**config.mk**
```make
export PLATFORM = sky130hd
export DESIGN_NAME = scm_queue
export DESIGN_NICKNAME = d
export VERILOG_FILES = /design/src/rtl/scm_pkg.sv /design/src/rtl/scm_queue.sv
export SDC_FILE = /design/constraint.sdc
export NUM_CORES = 1
export LEC_CHECK = 0
export BUFFER_PORTS_ARGS = -buffer_cell sky130_fd_sc_hd__buf_2
export CAP_MARGIN = 25
export CORE_ASPECT_RATIO = 0.6
export CORE_MARGIN = 3
export CORE_UTILIZATION = 40
export CTS_CLUSTER_DIAMETER = 150
export CTS_CLUSTER_SIZE = 16
export DETAILED_ROUTE_END_ITERATION = 7
export PLACE_DENSITY_LB_ADDON = 0.25
export SLEW_MARGIN = 10
export SYNTH_ARGS = -nofsm -noshare
export SYNTH_HDL_FRONTEND = slang
export SYNTH_SLANG_ARGS = --single-unit
export TNS_END_PERCENT = 5
```
**constraint.sdc**
```tcl
create_clock -name clock -period 12.1 [get_ports clock]
set_input_delay 1.815 -clock clock [delete_from_list [all_inputs] [get_ports clock]]
set_output_delay 1.815 -clock clock [all_outputs]
set_load 0.05 [all_outputs]
```
**src/rtl/scm_pkg.sv**
```systemverilog
// Shared types and constants for the sample covariance matrix block.
// No dependencies; every other file in rtl imports this package.
package scm_pkg;

   localparam int SUM_BITS        = 48;
   localparam int COV_BITS        = 34;
   localparam int BAND_IDX_BITS   = 3;
   localparam int RSP_DATA_BITS   = 2 * BAND_IDX_BITS + COV_BITS;
   localparam int BAND_CNT_BITS   = 4;
   localparam int SAMPLE_CNT_BITS = 13;
   localparam int CSR_ADDR_BITS   = 3;
   localparam int CSR_DATA_BITS   = 32;
   localparam int CSR_IDX_BIT     = 2;
   localparam int QUEUE_DEPTH     = 4;

   localparam logic [BAND_CNT_BITS-1:0]   BAND_COUNT_RESET   = 4'd3;
   localparam logic [SAMPLE_CNT_BITS-1:0] SAMPLE_COUNT_RESET = 13'd4096;

   localparam logic CSR_BAND_COUNT   = 1'b0;
   localparam logic CSR_SAMPLE_COUNT = 1'b1;

   localparam logic MODE_LOAD = 1'b0;
   localparam logic MODE_ACC  = 1'b1;

   localparam logic [SUM_BITS-1:0] COV_POS_LIMIT = SUM_BITS'((64'd1 << (COV_BITS - 1)) - 64'd1);
   localparam logic [SUM_BITS-1:0] COV_NEG_LIMIT = SUM_BITS'(64'd1 << (COV_BITS - 1));
   localparam logic [COV_BITS-1:0] COV_MAX       = {1'b0, {(COV_BITS - 1){1'b1}}};
   localparam logic [COV_BITS-1:0] COV_MIN       = {1'b1, {(COV_BITS - 1){1'b0}}};

   typedef struct packed {
      logic full;
      logic empty;
   } queue_stat_type;

   typedef enum logic [2:0] {
      ST_IDLE,
      ST_ACC,
      ST_DRAIN,
      ST_EMIT_RD,
      ST_EMIT_WAIT,
      ST_EMIT_DIV
   } back_state_type;

endpackage

```
**src/rtl/scm_queue.sv**
```systemverilog
// Short request queue between the front end and the back end.
// Depends on scm_pkg.
module scm_queue #(
   parameter int WIDTH = 137
) (
   input  logic                    clock,
   input  logic                    reset,
   input  logic                    push,
   input  logic [WIDTH-1:0]        push_data,
   input  logic                    pop,
   output logic [WIDTH-1:0]        head_data,
   output scm_pkg::queue_stat_type stat
);
   import scm_pkg::*;

   localparam int PTR_BITS = $clog2(QUEUE_DEPTH);
   localparam int CNT_BITS = $clog2(QUEUE_DEPTH + 1);

   logic [WIDTH-1:0]    entry_ff [QUEUE_DEPTH];
   logic [PTR_BITS-1:0] wr_ptr_ff, wr_ptr_in;
   logic [PTR_BITS-1:0] rd_ptr_ff, rd_ptr_in;
   logic [CNT_BITS-1:0] count_ff, count_in;

   assign head_data  = entry_ff[rd_ptr_ff];
   assign stat.full  = (count_ff == CNT_BITS'(QUEUE_DEPTH));
   assign stat.empty = (count_ff == '0);

   always_comb begin
      wr_ptr_in = push ? wr_ptr_ff + PTR_BITS'(1) : wr_ptr_ff;
      rd_ptr_in = pop  ? rd_ptr_ff + PTR_BITS'(1) : rd_ptr_ff;
      count_in  = count_ff;
      if (push && !pop) begin
         count_in = count_ff + CNT_BITS'(1);
      end else if (pop && !push) begin
         count_in = count_ff - CNT_BITS'(1);
      end
   end

   always_ff @(posedge clock) begin
      if (reset) begin
         wr_ptr_ff <= '0;
         rd_ptr_ff <= '0;
         count_ff  <= '0;
      end else begin
         wr_ptr_ff <= wr_ptr_in;
         rd_ptr_ff <= rd_ptr_in;
         count_ff  <= count_in;
      end
   end

   always_ff @(posedge clock) begin
      if (push) begin
         entry_ff[wr_ptr_ff] <= push_data;
      end
   end

endmodule

```
==> results of run 1 <==
## kinds of logic (layout without fill, tap and decap cells)
family	count (synthesis)	in the layout	share of synthesized area [%]
compound gates	2	2	0.0495
xor+xnor	5	5	0.217
fa+ha+maj	6	6	0.409
buf+inv	35	349	1.26
flops	557	557	82.3
mux	139	139	15.4
simple gates	15	15	0.365
## cell type report
class	instances	area, µm²
multi-input combinational	167	3330
clock buffer	50	1060
inverter	4	15.0
tap	650	813
sequential	557	16600
timing repair buffer	292	1490
clock inverter	3	22.5
fill	4121	26300
## power by group through the flow
stage | clock network, mW | registers, mW | logic [mW]
2_1_floorplan | 0 | 2.28 | 0.469
3_3_place_gp | 0 | 2.29 | 0.617
3_5_place_dp | 0 | 2.29 | 0.622
4_1_cts | 1.26 | 2.25 | 0.623
5_1_grt | 1.33 | 2.25 | 0.644
6_report | 1.21 | 2.24 | 0.610
## layer usage
layer  share of wire (%)  vias up
li1                    -     3857
met1                  45     4626
met2                  47      191
met3                 6.2       57
met4                 1.6        8
met5                0.12        -
## final timing paths
| check | startpoint | to | depth (start not counted) |
|---|---|---|---|
| setup / recovery | flip-flop | head_data[81] | 4 |
| hold / removal | count_ff[2] | count_ff[2] | 2 |
| setup reg to reg | wr_ptr_ff[0] | entry_ff[2][51] | 5 |
| hold reg to reg | count_ff[2] | count_ff[2] | 2 |
## cells in the mapped netlist (3+ instances only)
master      n
edfxtp_1  548
xor2_1      3
and2_1      4
ha_1        5
inv_1       4
nor2_1      7
dfxtp_1     9
mux4_2    137
buf_2      14
buf_6      13
## registers in the layout (all words and copies together), names as in the netlist, named ones only
name / cells
count_ff: 3
rd_ptr_ff: 2
entry_ff: 548
wr_ptr_ff: 2
## worst max-delay path, delay by kind of cell, from the launching register on
family	cells	cell delay [ns]
buffers and inverters	3	1.56
DFF	1	0.70
muxes	1	0.63
## stage by stage
step | area (µm²) | hold slack (ns)
after global placement | 22300 | 0.487
after CTS | 23400 | 0.523
final | 23400 | 0.520
after floorplan | 20200 | 0.466
after detailed placement | 22300 | 0.512
after global routing | 23400 | 0.573
==> impl_results.md, run 1 <==
* Result of the run: complete, no violations
* Max-slew headroom at 33.1%
* Placement Setup Slack at 7.15 ns
* Most used cell along the critical path: buf_4
* Setup slack on the worst flop-to-flop path at 9.06 ns
* Internal Dissipation at 3.01 mW
* H-tree Lvls at 2
* Leak pwr at 7.68 nW
* Initial Utilization at 40.7%
* Drt pass-1 iters at 4
* Tightest Hold Check Type: reg -> reg
* Global routing usage on met1 at 21.0%
* Final TNS setup at 0 ns
* Synthesized Nets at 906
* Maximum number of pins on one net before global-route repair at 63
* Clock power frac at 29.8%
* Category of the worst setup path launch point: flip-flop
* F_max at 186 MHz
* Port buffer count at 279
* Die X-Extent at 296 µm
* Ratio of cells with drive above 1 in the final layout at 44.6%
* Number of hold-repair buffers added at the cts stage at 0
* Postcts setup bufs at 0
* Total of flip-flops plus latches after synthesis at 557
* Quantity of gates resized following cts at 0
* Netlist Area Pre-Place at 0.0202 mm²
* Average cell area after synthesis at 26.6 µm²
* Number of slew-limit violations in the final report at 0
* Number of placed instances, taps included at 1670
* Vertical die dimension at 180 µm
* Wire length after detailed routing at 39100 µm
* Die Area at 0.0533 mm²
* Clock sink count at 557
* Count of distinct cell types in the synthesized netlist at 21
* Maximum clock insertion buffer count at 3
* Standard-cell rows at 63
* Largest cells by area after synthesis: edfxtp_1 81%, mux4_2 15%, dfxtp_1 0.89%
* Maximum single-stage delay on the critical path at 0.75 ns
* Mean routed wirelength per cell at 22.7 µm
* Setup-failing EPs final at 0
* Final hold violations at 0
* Sequential-to-total area share from yosys stat at 82.3%
* Count of flip-flops with a built-in enable after synthesis at 548
* Antenna diodes at 0
* Arr. time, crit path at 3.56 ns
* Proportion of power drawn by combinational gates at 15.0%
* Met3 Use GR at 4.03%
* GPL Wtd Cong at 0.717
* Layer with the highest usage after global routing: met2
* Share of synthesized registers carrying an async set or reset at 0%
* Fin util at 47.1%
* Drt initial violations at 540
* Via-to-Cell Ratio at 5.07
* Total of warnings raised by yosys at 0
* Most common cell after layout, fill and taps aside: edfxtp_1
* Gate count after technology mapping at 759
* Transition time at the pin with the least slew margin at 1.00 ns
* Clock-pin slew of the registers on the worst-case setup and hold paths at 0.06 ns
* DRC violation count after routing at 0
* Max Cap Violations at 0
* Post-layout instance count excluding filler cells at 1723
* WP data required at 10.28 ns
* CTS tree: built
* Remaining number of nets flagged by the antenna check after routing at 0
* Final HPWL DP at 23700 µm
* Unrepaired setup endpoints after global routing: false
* Remaining global-route overflow at 0
* Sw Share at 26.1%
* Number of global-route vias before repair at 9179
* Post-layout net count at 1209
* Portion of synthesized cell area occupied by the leading cell type at 81.4%
* Setup crit end kind: primary output
* Crit share post-route at 44.4%
* Clock insertion delay at the later pin of the skew report at 0.54 ns
* Placeable Area at 0.0497 mm²
* Start-to-end type of the worst setup path: reg -> out
* Clock root cell: clkbuf_16
* Total clock buffers created by CTS at 40
* Worst setup skew after layout at 0.0184 ns
* Relative contribution of sequential cells to total power at 55.2%
* Worst path slowest cell: buf_4
* Most used flip-flop cell after synthesis: edfxtp_1
* I/O pin total at 280
* Ordered list of cells on the worst path: buf_4, buf_4, mux4_2, buf_2
* Worst supply voltage drop on vdd at 0.105 mV
* Layout area overhead at 15.7%
* Global-route usage over all layers at 14.5%
* Initial antenna violation count at 6
* Ratio of total power to cell area at 174 mW/mm²
* Wire length of the first global-routing pass at 59100 µm
* Total power consumption of the routed design at 4.07 mW
* Commonest cells after routing, fill and taps aside: 548 x edfxtp_1, 279 x buf_2, 137 x mux4_2
* Shortest clock period the worst path allows after layout at 5.37 ns
* Detailed-route via count at 8739
* Fin worst setup slack at 6.73 ns
* Yosys top cell by area: edfxtp_1
* Highest net fanout along the worst path at 40
* M2 GR Usage at 22.5%
* Switching power at 1.06 mW
No activity file was read; power rests on OpenSTA's default activity.
==> run 2, diff against run 1 <==
Settings changed: ABC_AREA from default to 1.
Clock period 12.1 ns to 4.84 ns, I/O delays scaled along.
==> impl_results.md, run 2 <==
* Initial antenna violation count at 9
* CTS tree: built
* Reg area at 0.0166 mm²
* Most common cell after layout, fill and taps aside: edfxtp_1
* Ratio of total power to cell area at 423 mW/mm²
* Detailed-route via count at 12.2k
* Crit share post-route at 70.6%
* Portion of synthesized cell area occupied by the leading cell type at 79.3%
* Final hold violations at 0
* Total of warnings raised by yosys at 0
* Count of distinct cell types in the synthesized netlist at 20
* Gate count after technology mapping at 1383
* Wire length of the first global-routing pass at 73700 µm
* Shortest clock period the worst path allows after layout at 3.42 ns
* Highest net fanout along the worst path at 110
* Max Cap Violations at 0
* Max-slew headroom at 24.8%
* Postcts setup bufs at 0
* Largest registers: entry_ff: 548 flops, count_ff: 3 flops
* Number of filler cells placed in the layout at 4506
* Drt pass-1 iters at 5
* Post-synthesis compound-gate area fraction at 10.9%
* I/O pin total at 280
* WP data required at 4.11 ns
* Worst supply voltage drop on vdd at 0.271 mV
* Number of flip-flops under the largest register name at 548
* F_max at 293 MHz
* Unrepaired setup endpoints after global routing: false
* Post-Synth Adder-Cell Area at 0.398%
* Largest cells by area after synthesis: edfxtp_1 79%, nor2_1 5.1%, o22ai_1 4.1%
* Worst path slowest cell: inv_8
* Multi-input combinational cell area at 0.00347 mm²
* Final HPWL DP at 27500 µm
* Yosys top cell by area: edfxtp_1
* Wire length after detailed routing at 48300 µm
* Average cell area after synthesis at 15.0 µm²
* Worst hold margin at 0.376 ns
* Placeable Area at 0.0503 mm²
* Number of hold-repair buffers added at the cts stage at 0
* Total of flip-flops plus latches after synthesis at 557
* Tightest Hold Check Type: in -> reg
* Setup crit end kind: primary output
* Ratio of cells with drive above 1 in the final layout at 21.4%
* Netlist Area Pre-Place at 0.0207 mm²
* Remaining number of nets flagged by the antenna check after routing at 0
* Start-to-end type of the worst setup path: reg -> out
* H-tree Lvls at 2
* Quantity of gates resized following cts at 0
* Worst setup skew after layout at 0.0173 ns
* Die X-Extent at 300 µm
* Layout area overhead at 14.5%
* Total clock buffers created by CTS at 40
* Mean routed wirelength per cell at 20.8 µm
* Via-to-Cell Ratio at 5.25
* Number of placed instances, taps included at 2275
* GPL Wtd Cong at 0.758
* Arr. time, crit path at 2.69 ns
* Category of the worst setup path launch point: flip-flop
* Share of synthesized registers carrying an async set or reset at 0%
* Remaining global-route overflow at 0
* Final TNS setup at 0 ns
* Result of the run: complete, no violations
* Port buffer count at 279
* Maximum single-stage delay on the critical path at 0.50 ns
* DRC violation count after routing at 0
* Synthesized Nets at 1530
* Top cells by count, synth: 548 x edfxtp_1, 280 x nor2_1, 156 x o21ai_0, 137 x o22ai_1, 123 x o21ai_1
* Number of global-route vias before repair at 12.0k
* Vertical die dimension at 182 µm
* Post-synthesis share of cell area spent on and, or, nand and nor gates at 5.33%
* Setup-failing EPs final at 0
* Top delay family on crit path: buffers and inverters
* Maximum number of pins on one net before global-route repair at 187
* Maximum clock insertion buffer count at 3
* Ordered list of cells on the worst path: inv_8, buf_4, o21ai_1, o22ai_1, buf_2
* Commonest cells after routing, fill and taps aside: 548 x edfxtp_1, 280 x nor2_1, 279 x buf_2
* Clock insertion delay at the later pin of the skew report at 0.53 ns
* Fin util at 47.2%
* Cell with the most instances after synthesis: edfxtp_1
* Standard-cell rows at 63
* Clock sink count at 557
* Buffering stage count on the worst path with inverters included at 3
* Leak pwr at 8.10 nW
* Xor-xnor portion of the synthesized cell area at 0.0422%
* Post-layout net count at 1783
* Post-layout instance count excluding filler cells at 2329
* Global-route usage over all layers at 17.3%
* Clock root cell: clkbuf_16
* Transition time at the pin with the least slew margin at 1.13 ns
* Top register by number of flip-flops: entry_ff
* Most used flip-flop cell after synthesis: edfxtp_1
* Clock-pin slew of the registers on the worst-case setup and hold paths at 0.07 ns
* Count of flip-flops with a built-in enable after synthesis at 548
* Drt initial violations at 831
* Dominant combinational cell family by area after synthesis: compound AO/OA/AOI/OAI gates
* Share of synthesized area spent on multiplexers at 0%
* Die Area at 0.0547 mm²
* Sequential-to-total area share from yosys stat at 80.2%
* Initial Utilization at 41.2%
* Number of slew-limit violations in the final report at 0
-- run 2: changes by cell type in the layout (fill, tap and decap cells not counted), sizes merged, moves of 2 or more --
cell    previous run  this run
mux4             137         0
diode              0         4
nand2              1         9
nor2               7       280
mux2i              2         0
and2               4         0
inv                6        17
o21ai              1       279
o22ai              0       137
clkbuf            50        48
a21oi              1         3
xor2               3         1
xnor2              2         0
buf              292       301
-- run 2: routing by layer --
layer	GRT usage [%]	share of wire, %	wire length (µm)	up-vias
li1	-	-	-	5719
met5	0	0.12	59	-
met1	24.8	46	22500	6140
met4	3.30	1.5	749	12
met2	27.5	46	22400	285
met3	3.54	5.5	2680	68
-- run 2: worst register-to-register path, stage by stage (launching register included) --
cell and delay, ns:
dfxtp_1 0.33, inv_1 0.11, ha_1 0.15, nand2_1 0.10, inv_6 0.69, buf_12 0.43
-- run 2: worst paths after layout --
kind	endpoint	cells after the start	startpoint	slack [ns]
max reg2reg	entry_ff[2][76]	5	wr_ptr_ff[0]	2.63
min reg2reg	flip-flop	1	rd_ptr_ff[1]	0.47
max	head_data[15]	5	flip-flop	1.42
min	count_ff[0]	2	reset	0.38
-- run 2: layout make-up --
class                   count  share of cell area [%]
clock inverters             1                  0.0211
multi-input cells         719                    14.6
inverters                  17                   0.395
flip-flops and latches    557                    70.1
diodes                      4                  0.0421
well taps                 682                    3.59
clock buffers              48                    4.43
repair buffers            301                    6.87
-- run 2: report_power, final --
part / total [mW] / internal [mW] / switching (mW) / leakage [nW]
sequential: 5.56 / 5.51 / 0.0538 / 5.11
combinational: 1.47 / 0.310 / 1.16 / 2.47
clock: 3.03 / 1.52 / 1.51 / 0.517
total: 10.1 / 7.34 / 2.72 / 8.10
-- run 2: per-stage QoR --
step                      power, mW  setup slack [ns]  cell area (µm²)
after floorplan                6.72             0.953            20700
after global placement         7.14              2.01            22700
after detailed placement       7.15              1.99            22700
after CTS                      10.2              1.40            23700
after global routing           10.4              1.25            23800
final                          10.1              1.42            23800
-- run 2: cell families (layout without fill, tap and decap cells) --
family,count (synthesis),in the layout
AOI/OAI and AO/OA,419,419
xor gates and xnor gates,1,1
other,0,4
adders and majority gates,6,6
buffers and inverters,107,367
and+or+nand+nor,293,293
DFF,557,557
